===== src/rtl/bfc_pkg.sv =====
// ----------------------------------------------------------------------------
// bfc_pkg
// Shared types, character codes and control structs for the interpreter core.
// ----------------------------------------------------------------------------
package bfc_pkg;

  localparam int PROG_DEPTH_DEF = 1024;
  localparam int TAPE_DEPTH_DEF = 1024;
  localparam int CALL_DEPTH_DEF = 8;

  typedef struct packed {
    logic [1:0] func;
    logic [9:0] load_addr;
    logic [7:0] load_byte;
    logic [7:0] in_byte;
    logic       in_valid;
  } in_item_t;

  typedef struct packed {
    logic       out_valid;
    logic [7:0] out_byte;
    logic       out_decimal;
    logic       waiting_input;
    logic       halted;
    logic       fault;
  } out_item_t;

  localparam logic [1:0] FUNC_LOAD    = 2'd0;
  localparam logic [1:0] FUNC_TICK    = 2'd1;
  localparam logic [1:0] FUNC_RESTART = 2'd2;
  localparam logic [1:0] FUNC_NOP     = 2'd3;

  localparam logic [2:0] M_EXEC   = 3'd0;
  localparam logic [2:0] M_FWD    = 3'd1;
  localparam logic [2:0] M_BACK   = 3'd2;
  localparam logic [2:0] M_SEARCH = 3'd3;
  localparam logic [2:0] M_DEFEND = 3'd4;
  localparam logic [2:0] M_SKIP   = 3'd5;

  localparam logic [1:0] RD_A0 = 2'd0;
  localparam logic [1:0] RD_A1 = 2'd1;
  localparam logic [1:0] RD_A2 = 2'd2;

  localparam logic [7:0] CH_LT    = 8'h3C;
  localparam logic [7:0] CH_GT    = 8'h3E;
  localparam logic [7:0] CH_PLUS  = 8'h2B;
  localparam logic [7:0] CH_MINUS = 8'h2D;
  localparam logic [7:0] CH_DOT   = 8'h2E;
  localparam logic [7:0] CH_HASH  = 8'h23;
  localparam logic [7:0] CH_COMMA = 8'h2C;
  localparam logic [7:0] CH_LBRK  = 8'h5B;
  localparam logic [7:0] CH_RBRK  = 8'h5D;
  localparam logic [7:0] CH_LBRC  = 8'h7B;
  localparam logic [7:0] CH_RBRC  = 8'h7D;
  localparam logic [7:0] CH_SPACE = 8'h20;

  typedef struct packed {
    logic       take;
    logic       load;
    logic       restart;
    logic       clr_step;
    logic       rd_en;
    logic [1:0] rd_sel;
    logic       tape_re;
    logic       cap0;
    logic       cap1;
    logic       step;
    logic       res_ld;
  } cmd_t;

  typedef struct packed {
    logic halted;
    logic clr_last;
  } sts_t;

  function automatic logic is_space(input logic [7:0] c);
    return (c == CH_SPACE) || (c >= 8'd9 && c <= 8'd13);
  endfunction

  function automatic logic is_alpha(input logic [7:0] c);
    return (c >= 8'h61 && c <= 8'h7A) || (c >= 8'h41 && c <= 8'h5A);
  endfunction

endpackage


===== src/rtl/bfc_ctrl.sv =====
// ----------------------------------------------------------------------------
// bfc_ctrl
// Sequencer: tape clear sweep, item accept, program reads, step, result hold.
// ----------------------------------------------------------------------------
module bfc_ctrl
  import bfc_pkg::*;
(
  input  logic       clk,
  input  logic       rst_n,
  input  logic       in_valid,
  output logic       in_stall,
  input  logic [1:0] in_func,
  output logic       out_valid,
  input  logic       out_stall,
  input  sts_t       sts,
  output cmd_t       cmd
);

  localparam logic [2:0] ST_CLEAR = 3'd0;
  localparam logic [2:0] ST_IDLE  = 3'd1;
  localparam logic [2:0] ST_RD0   = 3'd2;
  localparam logic [2:0] ST_RD1   = 3'd3;
  localparam logic [2:0] ST_RD2   = 3'd4;
  localparam logic [2:0] ST_STEP  = 3'd5;
  localparam logic [2:0] ST_RESP  = 3'd6;

  logic [2:0] state_r, state_nxt;
  logic       pend_r, pend_nxt;
  logic       acc;

  assign in_stall  = (state_r != ST_IDLE);
  assign out_valid = (state_r == ST_RESP);
  assign acc       = in_valid && !in_stall;

  always_comb begin
    state_nxt = state_r;
    pend_nxt  = pend_r;
    cmd       = '0;
    case (state_r)
      ST_CLEAR: begin
        cmd.clr_step = 1'b1;
        if (sts.clr_last) begin
          if (pend_r) begin
            cmd.res_ld = 1'b1;
            state_nxt  = ST_RESP;
          end else begin
            state_nxt = ST_IDLE;
          end
          pend_nxt = 1'b0;
        end
      end
      ST_IDLE: begin
        if (acc) begin
          cmd.take = 1'b1;
          case (in_func)
            FUNC_LOAD: begin
              cmd.load   = 1'b1;
              cmd.res_ld = 1'b1;
              state_nxt  = ST_RESP;
            end
            FUNC_TICK: begin
              if (sts.halted) begin
                cmd.res_ld = 1'b1;
                state_nxt  = ST_RESP;
              end else begin
                state_nxt = ST_RD0;
              end
            end
            FUNC_RESTART: begin
              cmd.restart = 1'b1;
              pend_nxt    = 1'b1;
              state_nxt   = ST_CLEAR;
            end
            default: begin
              cmd.res_ld = 1'b1;
              state_nxt  = ST_RESP;
            end
          endcase
        end
      end
      ST_RD0: begin
        cmd.rd_en   = 1'b1;
        cmd.rd_sel  = RD_A0;
        cmd.tape_re = 1'b1;
        state_nxt   = ST_RD1;
      end
      ST_RD1: begin
        cmd.cap0   = 1'b1;
        cmd.rd_en  = 1'b1;
        cmd.rd_sel = RD_A1;
        state_nxt  = ST_RD2;
      end
      ST_RD2: begin
        cmd.cap1   = 1'b1;
        cmd.rd_en  = 1'b1;
        cmd.rd_sel = RD_A2;
        state_nxt  = ST_STEP;
      end
      ST_STEP: begin
        cmd.step   = 1'b1;
        cmd.res_ld = 1'b1;
        state_nxt  = ST_RESP;
      end
      ST_RESP: begin
        if (!out_stall) state_nxt = ST_IDLE;
      end
      default: state_nxt = ST_IDLE;
    endcase
  end

  always_ff @(posedge clk) begin
    if (!rst_n) begin
      state_r <= ST_CLEAR;
      pend_r  <= 1'b0;
    end else begin
      state_r <= state_nxt;
      pend_r  <= pend_nxt;
    end
  end

  a_resp_hold: assert property (@(posedge clk) disable iff (!rst_n)
    (state_r == ST_RESP && out_stall) |=> (state_r == ST_RESP))
    else $error("result dropped while stalled");

  a_step_resp: assert property (@(posedge clk) disable iff (!rst_n)
    (state_r == ST_STEP) |=> (state_r == ST_RESP))
    else $error("step did not produce a result");

  a_rd_seq: assert property (@(posedge clk) disable iff (!rst_n)
    (state_r == ST_RD0) |=> (state_r == ST_RD1) ##1 (state_r == ST_RD2))
    else $error("program read sequence broken");

endmodule


===== config.mk =====
export PLATFORM = sky130hd
export DESIGN_NAME = bfc_ctrl
export DESIGN_NICKNAME = d
export VERILOG_FILES = /design/src/rtl/bfc_pkg.sv /design/src/rtl/bfc_ctrl.sv
export SDC_FILE = /design/constraint.sdc
export NUM_CORES = 1
export LEC_CHECK = 0
export BUFFER_PORTS_ARGS = -buffer_cell sky130_fd_sc_hd__buf_4
export CORE_AREA = 2 2 39 41
export CTS_CLUSTER_SIZE = 20
export DETAILED_ROUTE_END_ITERATION = 6
export DIE_AREA = 0 0 41 43
export PLACE_DENSITY = 0.56
export SETUP_SLACK_MARGIN = 0.15
export SLEW_MARGIN = 20
export SYNTH_ARGS = -nofsm -noshare
export SYNTH_HDL_FRONTEND = slang
export SYNTH_SLANG_ARGS = --single-unit

===== constraint.sdc =====
create_clock -name clk -period 1.85 [get_ports clk]
set_input_delay 0.2775 -clock clk [delete_from_list [all_inputs] [get_ports clk]]
set_output_delay 0.2775 -clock clk [all_outputs]
set_load 0.05 [all_outputs]

==> metrics.log <==
INFO  metric most_frequent_standard_cell_in_the_layout_excluding_fill_and_tap_cells = buf_4
INFO  metric peakVddDrop = 0.288 mV
INFO  metric run_status = complete, no violations
INFO  metric first_global_vias = 392
INFO  metric syn_area_per_cell = about 7.4 sq um
INFO  metric grt_antenna_before_repair = 0
INFO  metric initial_utilization = 0.295
INFO  metric finalCriticalPeriod = about 1.6 ns
INFO  metric startpoint_type = flip-flop
INFO  metric worst_ep_required_time = ~1.6 ns
INFO  metric worstHoldPathCells = 2
INFO  metric fin_util = 0.454
INFO  metric drv_slew = 0
INFO  metric routed-via-count = 470
INFO  metric final_cell_mix = buf_4 (23), nor2_1 (7), nand2_1 (5), inv_1 (5), a21oi_1 (4)
INFO  metric netlist_area = approximately 400 sq um
INFO  metric max-slew-margin-rel = 0.860
INFO  metric layout-drive-gt1-share = 0.468
INFO  metric drt.antenna.violating_nets = 0
INFO  metric synth_cell_types = 25
INFO  metric clkSinkCount = 4
INFO  metric grt_remaining_overflow = 0
INFO  metric layout.nets = 87
INFO  metric drt-wirelength-per-cell = roughly 12 microns
INFO  metric number_of_buffers_inserted_by_post_cts_setup_repair = 0
INFO  metric timing.max_cap.violations = 0
INFO  metric wire_length_of_the_first_global_routing_pass = 1680 microns
INFO  metric drt_iter0_drc = 15
INFO  metric cts_buffer_depth = 2
INFO  metric gpl.final_weighted_congestion = ~0.8
INFO  metric setup.worst_path.end_class = primary output
INFO  metric synth_warnings = 0
INFO  metric timing.setup.critical_path_class = flip-flop to primary output
INFO  metric cts-root-buf = clkbuf_4
INFO  metric worst_r2r_dst = state_r[1]$_SDFFE_PN0P_
INFO  metric cp_data_arrival_time = 1.32 ns
INFO  metric p_total = ~0.53 mW
INFO  metric cts_tree = yes
INFO  metric die_area = around 1800 sq um
INFO  metric grt_setup_unrepaired = no
INFO  metric hold_viol = 0
INFO  metric worstHoldStart = rst_n
INFO  metric syn_to_final_growth = 54.0%
INFO  metric remaining_drc_errors = 0
INFO  metric cts-buffers-inserted = 3
INFO  metric cp_max_fo = 13
INFO  metric timing.reg2reg.worst_path_depth = 4
INFO  metric placementRows = 14
INFO  metric ratio_of_final_minimum_period_to_clock_period = 0.863
INFO  metric grt_usage = 0.146
INFO  metric ys_seq_elements = 4
INFO  metric yosysSeqAreaShare = 0.196
INFO  metric max_clock_freq = ~630 MHz
INFO  metric totalWireLength = 1110 microns
INFO  metric area_contributors_post_synth = dfxtp_1 (20%), nor2_1 (6.4%), buf_4 (5.5%)
INFO  metric synth_top_area_frac = 0.196
INFO  metric die_width = ~40 microns
INFO  metric hold_buf_cts = 0
INFO  metric clkLatencyLatePin = 0.25 ns
INFO  metric tns = 0 ns
INFO  metric regToRegSetupSlack = roughly 0.50 ns
INFO  metric leakagePower = about 0.27 nW
INFO  metric yosys.area.top_type = dfxtp_1
INFO  metric die_height = 43 microns
INFO  metric worst_setup_hold_path_clk_slew = approximately 0.050 ns
INFO  metric timing.final.setup_violations = 0
INFO  metric ctsHtreeMaxLevel = 1
INFO  metric floorplan.core_area = about 1400 sq um
INFO  metric grt_max_degree = 14
INFO  metric crit_start = state_r[2]$_SDFFE_PN0P_
INFO  metric syn_inst = between 50 and 60
INFO  metric hold_path_end = pend_r$_SDFFE_PN0P_
INFO  metric via_per_inst = 5.05
INFO  metric timing_worst_slew_pin_value = between 0.2 and 0.25 ns
INFO  metric worstReg2RegStart = state_r[0]$_SDFFE_PN0P_
INFO  metric synth_fp_nets = 63
INFO  metric fin_skew = roughly 0.012 ns
INFO  metric boundaryPins = 22
INFO  metric dr.pass1.iters = 2
INFO  metric place.detailed.hpwl = between 800 and 900 microns
INFO  metric min_path_type = primary input to flip-flop
INFO  metric place.port_buffers = 21
INFO  metric antennaDiodeCount = 0
INFO  metric power.density = around 840 nW/um^2
## final cells by class
class / instances / area, sq um
clock buffer: 3 / 22.5
fill: 157 / 756
inverter: 5 / 18.8
multi-input combinational: 41 / 297
sequential: 4 / 86.3
tap: 16 / 20.0
timing repair buffer: 24 / 184
## layer usage
metal,vias to the layer above,track usage,share of wire
li1,239,-,-
met3,2,0.0681,0.089
met1,208,0.179,0.45
met5,-,0,0
met2,21,0.203,0.45
met4,0,0.0800,0.011
## synth_stat cells
library cell	n
a211oi_1	1
a21oi_1	4
a221o_1	1
a31oi_1	1
and2_1	1
buf_4	3
buf_6	2
dfxtp_1	4
inv_1	5
mux2_4	1
nand2_1	5
nand2b_1	3
nand3_1	1
nand4_1	1
nand4bb_1	1
nor2_1	7
nor3_1	4
nor4bb_1	1
o2111a_1	1
o211ai_1	2
o21a_1	1
o21ai_0	2
o31a_1	1
o31ai_4	1
or3b_2	1
## worst max-delay path by stage
stage               endpoint  slack [ns]  cells after the start
CTS                   cmd[7]        0.16                      4
global route          cmd[0]        0.15                      4
global placement      cmd[7]        0.29                      4
finish                cmd[7]        0.25                      4
detailed placement    cmd[7]        0.25                      4
floorplan             cmd[1]       -0.02                      2
## what timing repair did
item | in CTS | in global routing
pin swaps | 0 | 0
setup endpoints to repair | 10 | 5
gates resized for setup | 4 | 3
## metrics by stage
| step | area (sq um) | std cells | hold slack, ns | worst slack [ns] |
|---|---|---|---|---|
| after floorplan | 424 | 55 | 0.395 | -0.0194 |
| after global placement | 579 | 90 | 0.538 | 0.292 |
| after detailed placement | 579 | 90 | 0.536 | 0.248 |
| after CTS | 621 | 93 | 0.292 | 0.165 |
| after global routing | 628 | 93 | 0.291 | 0.154 |
| final | 628 | 93 | 0.289 | 0.253 |
## registers in the layout, indices dropped and copies added, names as in the netlist
signal   count
pend_r       1
state_r      3
## report_power, final
group          internal [mW]  switching, mW  leakage, nW
Combinational          0.105          0.179        0.224
Sequential            0.0975         0.0282       0.0342
Clock                 0.0733         0.0463       0.0138
Total                  0.276          0.253        0.272
## cell families after synthesis
logic type / synth area share
multiplexers: 0.0368
AO/OA/AOI/OAI: 0.288
buffers and inverters: 0.156
flip-flops: 0.196
AND/OR/NAND/NOR: 0.322
## worst max-delay path: stages, from the launching register on
cell and delay, ns:
dfxtp_4 0.42, inv_1 0.12, nor3_4 0.21, nand2b_1 0.12, buf_4 0.19
(Power assumes the default switching activity.)
